`src/stbs_pkg.sv`:
```
// shared types and constants of the sorted table search unit
`timescale 1ns / 1ps

package stbs_pkg;

   // fixed field widths of the item and result ports
   localparam int POS_BITS = 4;
   localparam int HIGH_BITS = 5;
   localparam int DATA_BITS = 32;
   localparam int LEN_BITS = 5;

   // search bounds run from -1 up to 16 while a search narrows
   localparam int CUR_BITS = 6;
   localparam int SUM_BITS = CUR_BITS + 1;

   // command queue between front and back
   localparam int QUEUE_SLOTS = 2;

   // csr port
   localparam int CSR_ADDR_BITS = 3;
   localparam int CSR_DATA_BITS = 32;
   localparam logic REG_TABLE_LENGTH = 1'b0;
   localparam logic REG_DEFAULT_WORD = 1'b1;
   localparam logic [LEN_BITS-1:0] TABLE_LENGTH_RESET = 5'd16;

   // opcodes of an input item
   localparam logic [1:0] OP_WRITE = 2'd0;
   localparam logic [1:0] OP_READ = 2'd1;
   localparam logic [1:0] OP_SEARCH = 2'd2;
   localparam logic [1:0] OP_UNUSED = 2'd3;

   // what the back end has to do with an item
   typedef enum logic [2:0] {
      KIND_NOP,
      KIND_WRITE,
      KIND_READ,
      KIND_READ_DFLT,
      KIND_SEARCH,
      KIND_REFUSE
   } cmd_kind_type;

   typedef struct packed {
      cmd_kind_type          kind;
      logic [POS_BITS-1:0]   pos;
      logic [DATA_BITS-1:0]  value;
      logic [POS_BITS-1:0]   lo;
      logic [POS_BITS-1:0]   hi;
   } cmd_type;

endpackage

```
`src/stbs_front.sv`:
```
// front end: takes items and classifies them into back end commands
`timescale 1ns / 1ps

module stbs_front import stbs_pkg::*; #(
   parameter int DEPTH = 16
) (
   input  logic                  req_valid,
   output logic                  req_ready,
   input  logic [1:0]            req_opcode,
   input  logic [POS_BITS-1:0]   req_position,
   input  logic [DATA_BITS-1:0]  req_data_value,
   input  logic [POS_BITS-1:0]   req_range_low,
   input  logic [HIGH_BITS-1:0]  req_range_high,
   input  logic [LEN_BITS-1:0]   table_length,
   input  logic                  clearing,
   input  logic                  push_ready,
   output logic                  push,
   output cmd_type               push_cmd
);

   logic                pos_ok;
   logic                refuse;
   logic [POS_BITS-1:0] hi_val;

   // accept while the queue has room and the table is not being cleared
   assign req_ready = push_ready && !clearing;
   assign push = req_valid && req_ready;

   // range checks against the length in use
   assign hi_val = req_range_high[POS_BITS-1:0];
   assign pos_ok = (LEN_BITS'(req_position) < table_length)
                   && (int'(req_position) < DEPTH);
   assign refuse = (table_length == '0)
                   || req_range_high[HIGH_BITS-1]
                   || (req_range_low > hi_val)
                   || (LEN_BITS'(hi_val) >= table_length)
                   || (int'(hi_val) >= DEPTH);

   // classify the item
   always_comb begin
      push_cmd.pos = req_position;
      push_cmd.value = req_data_value;
      push_cmd.lo = req_range_low;
      push_cmd.hi = hi_val;
      unique case (req_opcode)
         OP_WRITE:  push_cmd.kind = pos_ok ? KIND_WRITE : KIND_NOP;
         OP_READ:   push_cmd.kind = pos_ok ? KIND_READ : KIND_READ_DFLT;
         OP_SEARCH: push_cmd.kind = refuse ? KIND_REFUSE : KIND_SEARCH;
         OP_UNUSED: push_cmd.kind = KIND_NOP;
      endcase
   end

endmodule

```
`src/stbs_queue.sv`:
```
// short command queue between front and back end
`timescale 1ns / 1ps

module stbs_queue import stbs_pkg::*; (
   input  logic    clock,
   input  logic    reset,
   input  logic    push,
   input  cmd_type push_cmd,
   output logic    push_ready,
   input  logic    pop,
   output logic    pop_valid,
   output cmd_type pop_cmd
);

   localparam int PTR_BITS = (QUEUE_SLOTS > 1) ? $clog2(QUEUE_SLOTS) : 1;

   cmd_type             slot_ff [QUEUE_SLOTS];
   logic [PTR_BITS-1:0] wr_ptr_ff, wr_ptr_in;
   logic [PTR_BITS-1:0] rd_ptr_ff, rd_ptr_in;
   logic [PTR_BITS:0]   count_ff, count_in;

   assign push_ready = count_ff != (PTR_BITS+1)'(QUEUE_SLOTS);
   assign pop_valid = count_ff != '0;
   assign pop_cmd = slot_ff[rd_ptr_ff];

   // pointer and fill count update
   always_comb begin
      wr_ptr_in = push ? wr_ptr_ff + 1'b1 : wr_ptr_ff;
      rd_ptr_in = pop ? rd_ptr_ff + 1'b1 : rd_ptr_ff;
      count_in = count_ff;
      if (push && !pop) begin
         count_in = count_ff + 1'b1;
      end else if (pop && !push) begin
         count_in = count_ff - 1'b1;
      end
   end

   always_ff @(posedge clock) begin
      if (push) begin
         slot_ff[wr_ptr_ff] <= push_cmd;
      end
      if (reset) begin
         wr_ptr_ff <= '0;
         rd_ptr_ff <= '0;
         count_ff <= '0;
      end else begin
         wr_ptr_ff <= wr_ptr_in;
         rd_ptr_ff <= rd_ptr_in;
         count_ff <= count_in;
      end
   end

endmodule

```
`src/stbs_back.sv`:
```
// back end: table memory, read and search sequencer, result register
`timescale 1ns / 1ps

module stbs_back import stbs_pkg::*; #(
   parameter int DEPTH = 16,
   parameter int WORD_BITS = 32
) (
   input  logic                  clock,
   input  logic                  reset,
   input  logic                  q_valid,
   input  cmd_type               q_cmd,
   output logic                  q_pop,
   input  logic [DATA_BITS-1:0]  default_word,
   output logic                  clearing,
   output logic                  rsp_valid,
   input  logic                  rsp_ready,
   output logic [DATA_BITS-1:0]  rsp_read_word,
   output logic                  rsp_found,
   output logic                  rsp_range_error
);

   localparam int AW = (DEPTH > 1) ? $clog2(DEPTH) : 1;

   typedef enum logic [1:0] {
      ST_CLEAR,
      ST_IDLE,
      ST_READ,
      ST_SEARCH
   } state_type;

   state_type                     state_ff, state_in;
   logic [AW-1:0]                 clr_cnt_ff, clr_cnt_in;
   logic signed [CUR_BITS-1:0]    lo_ff, lo_in;
   logic signed [CUR_BITS-1:0]    hi_ff, hi_in;
   logic [POS_BITS-1:0]           mid_ff, mid_in;
   logic signed [WORD_BITS-1:0]   tgt_ff, tgt_in;
   logic                          rsp_valid_ff, rsp_valid_in;
   logic [DATA_BITS-1:0]          rsp_read_word_ff, rsp_read_word_in;
   logic                          rsp_found_ff, rsp_found_in;
   logic                          rsp_range_error_ff, rsp_range_error_in;

   logic signed [WORD_BITS-1:0]   mem [DEPTH];
   logic signed [WORD_BITS-1:0]   rd_data_ff;
   logic                          rd_en;
   logic [AW-1:0]                 rd_addr;
   logic                          wr_en;
   logic [AW-1:0]                 wr_addr;
   logic signed [WORD_BITS-1:0]   wr_data;

   logic                          out_free;
   logic signed [WORD_BITS-1:0]   def_word;
   logic signed [WORD_BITS-1:0]   cmd_word;
   logic [POS_BITS:0]             start_sum;
   logic [POS_BITS-1:0]           start_mid;
   logic                          hit;
   logic                          above;
   logic signed [CUR_BITS-1:0]    mid_ext;
   logic signed [CUR_BITS-1:0]    nxt_lo;
   logic signed [CUR_BITS-1:0]    nxt_hi;
   logic signed [SUM_BITS-1:0]    nxt_sum;
   logic [POS_BITS-1:0]           nxt_mid;
   logic                          more;

   assign clearing = state_ff == ST_CLEAR;
   assign out_free = !rsp_valid_ff || rsp_ready;
   assign rsp_valid = rsp_valid_ff;
   assign rsp_read_word = rsp_read_word_ff;
   assign rsp_found = rsp_found_ff;
   assign rsp_range_error = rsp_range_error_ff;

   // words as the table holds them
   assign def_word = WORD_BITS'($signed(default_word));
   assign cmd_word = WORD_BITS'($signed(q_cmd.value));

   // first probe of a new search
   assign start_sum = {1'b0, q_cmd.lo} + {1'b0, q_cmd.hi};
   assign start_mid = start_sum[POS_BITS:1];

   // one search step: compare the probed entry and narrow the range
   assign hit = rd_data_ff == tgt_ff;
   assign above = tgt_ff > rd_data_ff;
   assign mid_ext = $signed(CUR_BITS'(mid_ff));
   assign nxt_lo = above ? mid_ext + CUR_BITS'(1) : lo_ff;
   assign nxt_hi = above ? hi_ff : mid_ext - CUR_BITS'(1);
   assign more = !hit && (nxt_lo <= nxt_hi);
   assign nxt_sum = SUM_BITS'(nxt_lo) + SUM_BITS'(nxt_hi);
   assign nxt_mid = POS_BITS'(nxt_sum >>> 1);

   // sequencer next state
   always_comb begin
      state_in = state_ff;
      clr_cnt_in = clr_cnt_ff;
      lo_in = lo_ff;
      hi_in = hi_ff;
      mid_in = mid_ff;
      tgt_in = tgt_ff;
      rsp_valid_in = rsp_valid_ff && !rsp_ready;
      rsp_read_word_in = rsp_read_word_ff;
      rsp_found_in = rsp_found_ff;
      rsp_range_error_in = rsp_range_error_ff;
      rd_en = 1'b0;
      rd_addr = AW'(q_cmd.pos);
      wr_en = 1'b0;
      wr_addr = AW'(q_cmd.pos);
      wr_data = cmd_word;
      q_pop = 1'b0;
      unique case (state_ff)
         ST_CLEAR: begin
            wr_en = 1'b1;
            wr_addr = clr_cnt_ff;
            wr_data = '0;
            clr_cnt_in = clr_cnt_ff + 1'b1;
            if (clr_cnt_ff == AW'(DEPTH - 1)) begin
               state_in = ST_IDLE;
            end
         end
         ST_IDLE: begin
            if (q_valid) begin
               unique case (q_cmd.kind)
                  KIND_READ: begin
                     rd_en = 1'b1;
                     q_pop = 1'b1;
                     state_in = ST_READ;
                  end
                  KIND_SEARCH: begin
                     lo_in = $signed(CUR_BITS'(q_cmd.lo));
                     hi_in = $signed(CUR_BITS'(q_cmd.hi));
                     mid_in = start_mid;
                     tgt_in = cmd_word;
                     rd_en = 1'b1;
                     rd_addr = AW'(start_mid);
                     q_pop = 1'b1;
                     state_in = ST_SEARCH;
                  end
                  default: begin
                     // items that finish at once: write, default read, refusal, no-op
                     if (out_free) begin
                        q_pop = 1'b1;
                        wr_en = q_cmd.kind == KIND_WRITE;
                        rsp_valid_in = 1'b1;
                        rsp_read_word_in = (q_cmd.kind == KIND_READ_DFLT)
                                           ? DATA_BITS'(def_word) : '0;
                        rsp_found_in = 1'b0;
                        rsp_range_error_in = q_cmd.kind == KIND_REFUSE;
                     end
                  end
               endcase
            end
         end
         ST_READ: begin
            if (out_free) begin
               rsp_valid_in = 1'b1;
               rsp_read_word_in = DATA_BITS'(rd_data_ff);
               rsp_found_in = 1'b0;
               rsp_range_error_in = 1'b0;
               state_in = ST_IDLE;
            end
         end
         ST_SEARCH: begin
            if (more) begin
               lo_in = nxt_lo;
               hi_in = nxt_hi;
               mid_in = nxt_mid;
               rd_en = 1'b1;
               rd_addr = AW'(nxt_mid);
            end else if (out_free) begin
               rsp_valid_in = 1'b1;
               rsp_read_word_in = '0;
               rsp_found_in = hit;
               rsp_range_error_in = 1'b0;
               state_in = ST_IDLE;
            end
         end
      endcase
   end

   // sequencer state and result register
   always_ff @(posedge clock) begin
      lo_ff <= lo_in;
      hi_ff <= hi_in;
      mid_ff <= mid_in;
      tgt_ff <= tgt_in;
      rsp_read_word_ff <= rsp_read_word_in;
      rsp_found_ff <= rsp_found_in;
      rsp_range_error_ff <= rsp_range_error_in;
      if (reset) begin
         state_ff <= ST_CLEAR;
         clr_cnt_ff <= '0;
         rsp_valid_ff <= 1'b0;
      end else begin
         state_ff <= state_in;
         clr_cnt_ff <= clr_cnt_in;
         rsp_valid_ff <= rsp_valid_in;
      end
   end

   // table memory, one write and one registered read port
   always_ff @(posedge clock) begin
      if (wr_en) begin
         mem[wr_addr] <= wr_data;
      end
      if (rd_en) begin
         rd_data_ff <= mem[rd_addr];
      end
   end

endmodule

```
`src/sorted_table_binary_search_unit.sv`:
```
// top level of the sorted table search unit: csr registers and front/queue/back
`timescale 1ns / 1ps
//
// Usage: items enter on the req_ channel (valid/ready) with an opcode: write
// an entry, read an entry, or binary search a target over range_low..range_high
// of the ascending table. Every item gives exactly one result on the rsp_
// channel, in order. The csr_ port holds table_length (address 0) and
// default_word (address 4); write it only while no item is in flight.
// From acceptance to rsp_valid, a write, default read or refused search passes
// the queue and the result register; a read also passes the registered memory
// read, and a search makes p probes, with p <= log2(DEPTH) + 1, on the single
// memory read port, one probe per cycle.
// A two-entry queue lets the front accept while the back end works, and the
// result register lets the back end start the next item while a result waits.
// When rsp_ready is low the result holds and the back end stalls, then the
// queue fills and req_ready drops.
// Reset: registers return to length 16 and default 0, then the table is
// cleared to zero in a pass over all DEPTH entries, while req_ready stays low;
// csr writes are taken as usual.

module sorted_table_binary_search_unit import stbs_pkg::*; #(
   parameter int DEPTH = 16,
   parameter int WORD_BITS = 32
) (
   input  logic                      clock,
   input  logic                      reset,
   input  logic                      req_valid,
   output logic                      req_ready,
   input  logic [1:0]                req_opcode,
   input  logic [POS_BITS-1:0]       req_position,
   input  logic [DATA_BITS-1:0]      req_data_value,
   input  logic [POS_BITS-1:0]       req_range_low,
   input  logic [HIGH_BITS-1:0]      req_range_high,
   output logic                      rsp_valid,
   input  logic                      rsp_ready,
   output logic [DATA_BITS-1:0]      rsp_read_word,
   output logic                      rsp_found,
   output logic                      rsp_range_error,
   input  logic                      csr_psel,
   input  logic                      csr_penable,
   input  logic                      csr_pwrite,
   input  logic [CSR_ADDR_BITS-1:0]  csr_paddr,
   input  logic [CSR_DATA_BITS-1:0]  csr_pwdata,
   output logic [CSR_DATA_BITS-1:0]  csr_prdata,
   output logic                      csr_pready
);

   logic [LEN_BITS-1:0]  table_length_ff, table_length_in;
   logic [DATA_BITS-1:0] default_word_ff, default_word_in;
   logic                 csr_write;
   logic                 csr_sel;
   logic                 clearing;
   logic                 push;
   logic                 push_ready;
   cmd_type              push_cmd;
   logic                 q_valid;
   logic                 q_pop;
   cmd_type              q_cmd;

   // csr access
   assign csr_pready = 1'b1;
   assign csr_write = csr_psel && csr_penable && csr_pwrite;
   assign csr_sel = csr_paddr[2];

   always_comb begin
      table_length_in = table_length_ff;
      default_word_in = default_word_ff;
      if (csr_write) begin
         unique case (csr_sel)
            REG_TABLE_LENGTH: table_length_in = csr_pwdata[LEN_BITS-1:0];
            REG_DEFAULT_WORD: default_word_in = csr_pwdata[DATA_BITS-1:0];
         endcase
      end
      unique case (csr_sel)
         REG_TABLE_LENGTH: csr_prdata = CSR_DATA_BITS'(table_length_ff);
         REG_DEFAULT_WORD: csr_prdata = CSR_DATA_BITS'(default_word_ff);
      endcase
   end

   always_ff @(posedge clock) begin
      if (reset) begin
         table_length_ff <= TABLE_LENGTH_RESET;
         default_word_ff <= '0;
      end else begin
         table_length_ff <= table_length_in;
         default_word_ff <= default_word_in;
      end
   end

   // item intake and classification
   stbs_front #(
      .DEPTH(DEPTH)
   ) u_front (
      .req_valid      (req_valid),
      .req_ready      (req_ready),
      .req_opcode     (req_opcode),
      .req_position   (req_position),
      .req_data_value (req_data_value),
      .req_range_low  (req_range_low),
      .req_range_high (req_range_high),
      .table_length   (table_length_ff),
      .clearing       (clearing),
      .push_ready     (push_ready),
      .push           (push),
      .push_cmd       (push_cmd)
   );

   // command queue
   stbs_queue u_queue (
      .clock      (clock),
      .reset      (reset),
      .push       (push),
      .push_cmd   (push_cmd),
      .push_ready (push_ready),
      .pop        (q_pop),
      .pop_valid  (q_valid),
      .pop_cmd    (q_cmd)
   );

   // table, search sequencer and result register
   stbs_back #(
      .DEPTH     (DEPTH),
      .WORD_BITS (WORD_BITS)
   ) u_back (
      .clock           (clock),
      .reset           (reset),
      .q_valid         (q_valid),
      .q_cmd           (q_cmd),
      .q_pop           (q_pop),
      .default_word    (default_word_ff),
      .clearing        (clearing),
      .rsp_valid       (rsp_valid),
      .rsp_ready       (rsp_ready),
      .rsp_read_word   (rsp_read_word),
      .rsp_found       (rsp_found),
      .rsp_range_error (rsp_range_error)
   );

endmodule
```
`config.mk`:
```
export PLATFORM = sky130hd
export DESIGN_NAME = sorted_table_binary_search_unit
export DESIGN_NICKNAME = d
export VERILOG_FILES = /design/src/stbs_pkg.sv /design/src/stbs_front.sv /design/src/stbs_queue.sv /design/src/stbs_back.sv /design/src/sorted_table_binary_search_unit.sv
export SDC_FILE = /design/constraint.sdc
export NUM_CORES = 1
export LEC_CHECK = 0
export BUFFER_PORTS_ARGS = -buffer_cell sky130_fd_sc_hd__buf_2
export CORE_MARGIN = 2
export CORE_UTILIZATION = 40
export DETAILED_ROUTE_END_ITERATION = 8
export REMOVE_ABC_BUFFERS = 1
export SYNTH_ARGS = -nofsm -noshare
export SYNTH_HDL_FRONTEND = slang
export SYNTH_HIERARCHICAL = 1
export SYNTH_SLANG_ARGS = --single-unit
```
`constraint.sdc`:
```
create_clock -name clock -period 15.05 [get_ports clock]
set_clock_uncertainty 0.2 [all_clocks]
set_input_delay 3.01 -clock clock [delete_from_list [all_inputs] [get_ports clock]]
set_output_delay 3.01 -clock clock [all_outputs]
set_load 0.02 [all_outputs]
```
==> results of run 1 <==
[layout make-up]
class / count / area (µm²) / area share
tap: 1050 / 1314 / 0.03616
clock buffer: 110 / 2238 / 0.06161
multi-input combinational: 838 / 8428 / 0.2320
sequential: 769 / 22610 / 0.6222
timing repair buffer: 191 / 1061 / 0.02920
inverter: 58 / 217.7 / 0.005992
clock inverter: 42 / 466.7 / 0.01285
[routing by layer]
metal / vias up / track usage / routed length, µm
met5: - / 0 / 0
met4: 0 / 0.05288 / 1475
met3: 79 / 0.02901 / 5217
met2: 534 / 0.3082 / 37340
met1: 8554 / 0.2592 / 32630
li1: 7281 / - / -
[registers in the layout, summed over array words and instances (netlist names), named ones only]
register and count:
default_word_ff 32, u_queue/count_ff 2, u_queue/rd_ptr_ff 1, table_length_ff 5
u_back/rsp_range_error 1, u_back/state_ff 2, u_back/tgt_ff 32, u_back/rsp_valid 1
u_back/lo_ff 6, u_back/rsp_found 1, u_back/mid_ff 4, u_back/hi_ff 6
u_back/rd_data_ff 32, u_back/mem 512, u_queue/slot_ff 94, u_queue/wr_ptr_ff 1
u_back/rsp_read_word 32, u_back/clr_cnt_ff 4
[synth_stat cells (7+ instances only)]
cell type	count
buf_6	11
nor2b_1	11
a31oi_1	8
nor3_1	12
mux2_4	30
mux2_2	12
nor3b_1	10
o21ai_0	17
nor2_1	57
ha_1	58
and2_1	63
clkbuf_1	51
nand2b_1	76
buf_4	54
a22o_1	32
a22oi_1	64
nand3_1	8
a21oi_1	38
nand2_1	63
xnor2_1	7
buf_2	7
inv_1	58
mux4_2	128
mux2i_1	43
nand4_1	9
mux2_1	17
xor2_1	12
dfxtp_1	49
edfxtp_1	720
[power groups by stage]
stage	sequential [mW]	combinational, mW	clock, mW
floorplan	2.40	0.0482	0
global placement	2.40	0.0989	0
detailed placement	2.40	0.100	0
CTS	2.36	0.101	2.05
global route	2.36	0.106	2.14
finish	2.36	0.0988	2.01
[critical path: stages (launching register included)]
cell,delay (ns)
edfxtp_1,0.42
inv_1,0.06
ha_1,0.53
nand4_1,0.32
nor4_2,0.85
o31a_1,0.41
o31ai_1,0.17
a21oi_1,0.17
buf_4,0.27
mux2i_1,0.36
inv_1,0.12
ha_1,0.34
nor2_1,0.06
nor2_1,0.08
nor3_1,0.05
nor3_1,0.13
o221a_1,0.22
o211a_4,0.27
o2111ai_1,0.20
o21ai_4,0.11
buf_4,0.88
buf_4,0.79
mux4_2,0.41
a22oi_1,0.23
nand2_1,0.11
[path summary, 6_finish.rpt]
kind,from,end,cells past startpoint
worst min register to register,default_word_ff[31]$_SDFFE_PP0P_,default_word_ff[31]$_SDFFE_PP0P_,2
worst min-delay path,default_word_ff[31]$_SDFFE_PP0P_,default_word_ff[31]$_SDFFE_PP0P_,2
worst max register to register,u_back/rd_data_ff[31]$_DFFE_PP_,u_back/rd_data_ff[25]$_DFFE_PP_,24
worst max-delay path,u_back/rd_data_ff[31]$_DFFE_PP_,u_back/rd_data_ff[25]$_DFFE_PP_,24
[cell usage in the layout, fill, tap and decap left out, types with 9 or more instances in the layout]
cell type	instances
nor2_4	18
nand4_1	9
a22o_1	32
clkbuf_1	21
mux4_2	128
mux2_1	17
nand2b_1	76
xor2_1	12
nor2_1	36
edfxtp_1	720
buf_2	154
mux2i_1	43
clkinv_1	10
nor3b_1	10
mux2_2	12
clkbuf_16	83
and2_1	62
dfxtp_1	48
a21oi_1	38
ha_1	58
inv_1	58
nand2_1	63
mux2_4	30
o21ai_0	16
nor3_1	12
clkinv_2	14
a22oi_1	64
buf_4	36
[logic make-up after synthesis]
logic type / synth area share
AOI/OAI and AO/OA: 0.04478
xor gates and xnor gates: 0.005220
adders and majority gates: 0.02402
buffers and inverters: 0.03266
DFF: 0.7090
muxes: 0.1283
other: 0.0001176
and+or+nand+nor: 0.05589
[metrics by stage]
stage	util	hold slack [ns]	instances	worst slack, ns	power [mW]
after CTS	0.4599	0.2842	3058	6.721	4.509
after floorplan	-	0.2561	1665	0.1664	2.449
after global placement	0.4256	0.2698	2906	6.752	2.500
after global routing	0.4599	0.3033	3058	6.432	4.606
after detailed placement	0.4256	0.2763	2906	6.754	2.504
final	0.4599	0.2844	3058	6.897	4.469
==> impl_metrics.ini, run 1 <==
[power_and_ir_drop]
leakage_nw = 12.28
peakVddDrop_v = 0.00009001
p_per_area_nw_per_um2 = 123.0
pwr-share-clk = 0.450
seq_power_share = 0.528
switching_share = 0.2028
cellInternalPower_mw = 3.563
p_sw_mw = 0.9062
comb_power_share = 0.022

[synthesis]
synthArstFlopShare = 0
ys_types = 68
synth_top_area_cell = edfxtp_1
synth_edf_count = 720
yosysSeqAreaShare = 0.7090
synth_seq_cells = 769
avgSynthCellArea_um2 = 17.78
synthCells = 1793
synthTopCellsByArea = edfxtp_1 68%, mux4_2 9.0%, dfxtp_1 3.1%
syn_area_um2 = 31880
synthFlopType = edfxtp_1
yosys_warnings = 6
synthDominantCellAreaShare = 0.6782

[clocking]
path_clk_slew_ns = 0.06
cts_setup_buffers = 0
cts-buffers-inserted = 82
cts_buffer_depth = 3
clk_latency_ns = 0.64
hold_buffers = 0
cts_tree = built
ctsHtreeMaxLevel = 3
cts-resized-gates = 0
cts_root_buffer = clkbuf_16
cts_num_sinks = 769

[cells_and_area]
area_growth_pct = 13.97
drive_gt1_frac = 0.2610
diodes = 0
final_net_count = 2089
finalInstanceArea_um2 = 36330
fillers = 6719

[drt]
via_per_inst = 5.379
post_drt_wl_per_cell_um = 25.07
wirelength_um = 76660
drc = 0
dr.pass1.iters = 5
via_count = 16450
drt_iter0_drc = 1525
postRouteAntennaNets = 0

[floorplanning]
start_util = 0.4035
rows = 103
die_h_um = 286.3
die_width_um = 286.3
io_pins = 158
die_area_um2 = 81970
core_area_um2 = 79000

[placed_design]
hpwlAfterDp_um = 42390
io_buffers = 154
routabilityCongestion = 0.7844
placed_area_um2 = 33630

[timing]
worst_pin_slew_ns = 1.300
setup_viol = 0
max_slew_margin = 0.1242
slew_violations = 0
rsz0062_at_grt = false
period_share = 0.5417
fmax_mhz = 122.7
tns_ns = 0
period_needed_ns = 8.153
hold_violations = 0

[worst_setup_path]
crit_path_start_kind = flip-flop
cp.arrival_ns = 8.32
worstSetupEndpointType = flip-flop
crit_required_ns = 15.21
crit_fanout = 73
r2r_setup_slack_ns = 6.90
critPathKind = flip-flop to flip-flop

[outcome]
status = finished clean

[grt]
antenna_found_initial = 1
grt_overflow = 0
grt_start_max_net_pins = 97
grt_use_total = 0.1872
grt_pass1_wl_um = 111700
first_global_vias = 16890

[run]
cap_violations = 0

[worst_hold_path]
worst_hold_path_type = flip-flop to flip-flop
Power figures use the tool's default switching activity.
==> run 2, diff against run 1 <==
- clock period: 15.05 -> 8.3 ns (I/O delays scaled with it)
==> run 2 against run 1 <==
Net effect: final cell count about the same; flip-flop and latch count unchanged; via count rose by 0.61%; critical endpoint is now u_back/rd_data_ff[27]$_DFFE_PP_; sequential share of layout area barely moved.
==> impl_metrics.ini, run 2 (synthesized netlist as in run 1, its figures left out) <==
[worst_setup_path]
cp.arrival_ns = 7.13
crit_path_start_kind = flip-flop
worstSetupEndpointType = flip-flop
critPathKind = flip-flop to flip-flop
rr_endpoint = u_back/rd_data_ff[27]$_DFFE_PP_
crit_fanout = 57
r2r_setup_slack_ns = 1.34
r2r-start = u_back/rd_data_ff[14]$_DFFE_PP_
crit_required_ns = 8.46
reg2reg_depth = 21

[clocking]
hold_buffers = 0
cts_buffer_depth = 3
cts-resized-gates = 0
cts_root_buffer = clkbuf_16
cts_setup_buffers = 0
cts-buffers-inserted = 80
ctsHtreeMaxLevel = 3
cts_num_sinks = 769
path_clk_slew_ns = 0.06
clk_latency_ns = 0.64
cts_tree = built

[power_and_ir_drop]
leakage_nw = 12.25
peakVddDrop_v = 0.0001221
total_power_mw = 8.012
p_per_area_nw_per_um2 = 220.6

[grt]
grt_start_max_net_pins = 84
grt_pass1_wl_um = 114400
first_global_vias = 17130
grt_overflow = 0
antenna_found_initial = 3
grt_use_total = 0.1915

[cells_and_area]
reg_top3 = u_back/mem x512, u_queue/slot_ff x94
fillers = 6707
register_area_um2 = 22610
layout_common_cells = 720 x edfxtp_1, 154 x buf_2, 128 x mux4_2
final_net_count = 2092
drive_gt1_frac = 0.2598
area_growth_pct = 13.95
multi_input_area_um2 = 8422
finalInstanceArea_um2 = 36330
layout_commonest_cell = edfxtp_1
diodes = 0
top_register = u_back/mem
final_core_util = 0.4598
fin_cells = 3059
largest_register_ffs = 512

[floorplanning]
start_util = 0.4035
die_area_um2 = 81970
io_pins = 158
die_h_um = 286.3
rows = 103
die_width_um = 286.3
core_area_um2 = 79000

[run]
cap_violations = 0

[worst_hold_path]
worst_hold_path_type = flip-flop to flip-flop
hp-start = default_word_ff[20]$_SDFFE_PP0P_
holdPathStages = 2
hold_end = default_word_ff[20]$_SDFFE_PP0P_

[placed_design]
io_buffers = 154
hpwlAfterDp_um = 44530
dp.cells = 2911
routabilityCongestion = 0.7999
placed_area_um2 = 33720
place_ws_ns = 1.373

[timing]
worst_slack_ns = 1.337
setup_viol = 0
slew_violations = 0
period_needed_ns = 6.963
rsz0062_at_grt = false
fmax_mhz = 143.6
tns_ns = 0
max_slew_margin = 0.1390
worst_pin_slew_ns = 1.278
hold_slack_ns = 0.2867
hold_violations = 0
period_share = 0.8389

[drt]
top_layer = met4
wl_met3_um = 5473
dr.pass1.iters = 5
via_per_inst = 5.410
wl_met2_um = 37570
drt_iter0_drc = 1531
postRouteAntennaNets = 0
drc = 0
wirelength_um = 78070
wl_met1_um = 33520
via_count = 16550
post_drt_wl_per_cell_um = 25.52

[outcome]
status = finished clean
run 2: cell count changes in the layout (fill, tap and decap cells not counted), sizes merged:
cell | previous run | this run
clkinvlp | 1 | 4
clkbuf | 110 | 106
buf | 191 | 196
clkinv | 28 | 25
run 2: worst max-delay path by stage:
| stage | endpoint | slack, ns | cells past startpoint | startpoint |
|---|---|---|---|---|
| after floorplan | u_back/rd_data_ff[30]$_DFFE_PP_ | -6.58 | 17 | u_back/tgt_ff[1]$_DFFE_PP_ |
| after global placement | u_back/rd_data_ff[27]$_DFFE_PP_ | 1.43 | 21 | u_back/rd_data_ff[14]$_DFFE_PP_ |
| after detailed placement | u_back/rd_data_ff[27]$_DFFE_PP_ | 1.37 | 21 | u_back/rd_data_ff[14]$_DFFE_PP_ |
| after CTS | u_back/rd_data_ff[27]$_DFFE_PP_ | 1.33 | 21 | u_back/rd_data_ff[14]$_DFFE_PP_ |
| after global routing | u_back/rd_data_ff[25]$_DFFE_PP_ | 0.92 | 25 | u_back/rd_data_ff[14]$_DFFE_PP_ |
| final | u_back/rd_data_ff[27]$_DFFE_PP_ | 1.34 | 21 | u_back/rd_data_ff[14]$_DFFE_PP_ |
run 2: power by group:
group / total (mW) / internal, mW / switching (mW)
clock: 3.55 / 2.07 / 1.48
combinational: 0.183 / 0.0667 / 0.116
sequential: 4.28 / 4.26 / 0.0175
run 2: final cells by class:
class | count | area share
Multi-Input combinational cell | 838 | 0.2318
Inverter | 58 | 0.005993
Timing Repair Buffer | 196 | 0.03196
Clock inverter | 42 | 0.01199
Sequential cell | 769 | 0.6223
Clock buffer | 106 | 0.05976
Tap cell | 1050 | 0.03617
run 2: per-layer routing:
metal | up-vias | track usage
met5 | - | 0
met4 | 0 | 0.05393
met3 | 84 | 0.03506
met2 | 544 | 0.3114
met1 | 8631 | 0.2651
li1 | 7289 | -
run 2: worst max-delay path, cell delays in order, from the launching register on:
cell and delay (ns):
edfxtp_1 0.36, inv_1 0.06, ha_1 0.34, nand4_1 0.14, nor3_1 0.61, and3_1 0.34, o31a_1 0.22, o31ai_1 0.18
a21oi_1 0.17, buf_4 0.26, mux2i_1 0.36, inv_1 0.09, ha_1 0.37, or3b_2 0.50, o221a_1 0.25, o211a_4 0.31
a211oi_4 0.26, buf_4 0.29, buf_12 0.43, mux4_2 0.58, a22oi_1 0.23, nand2_1 0.08
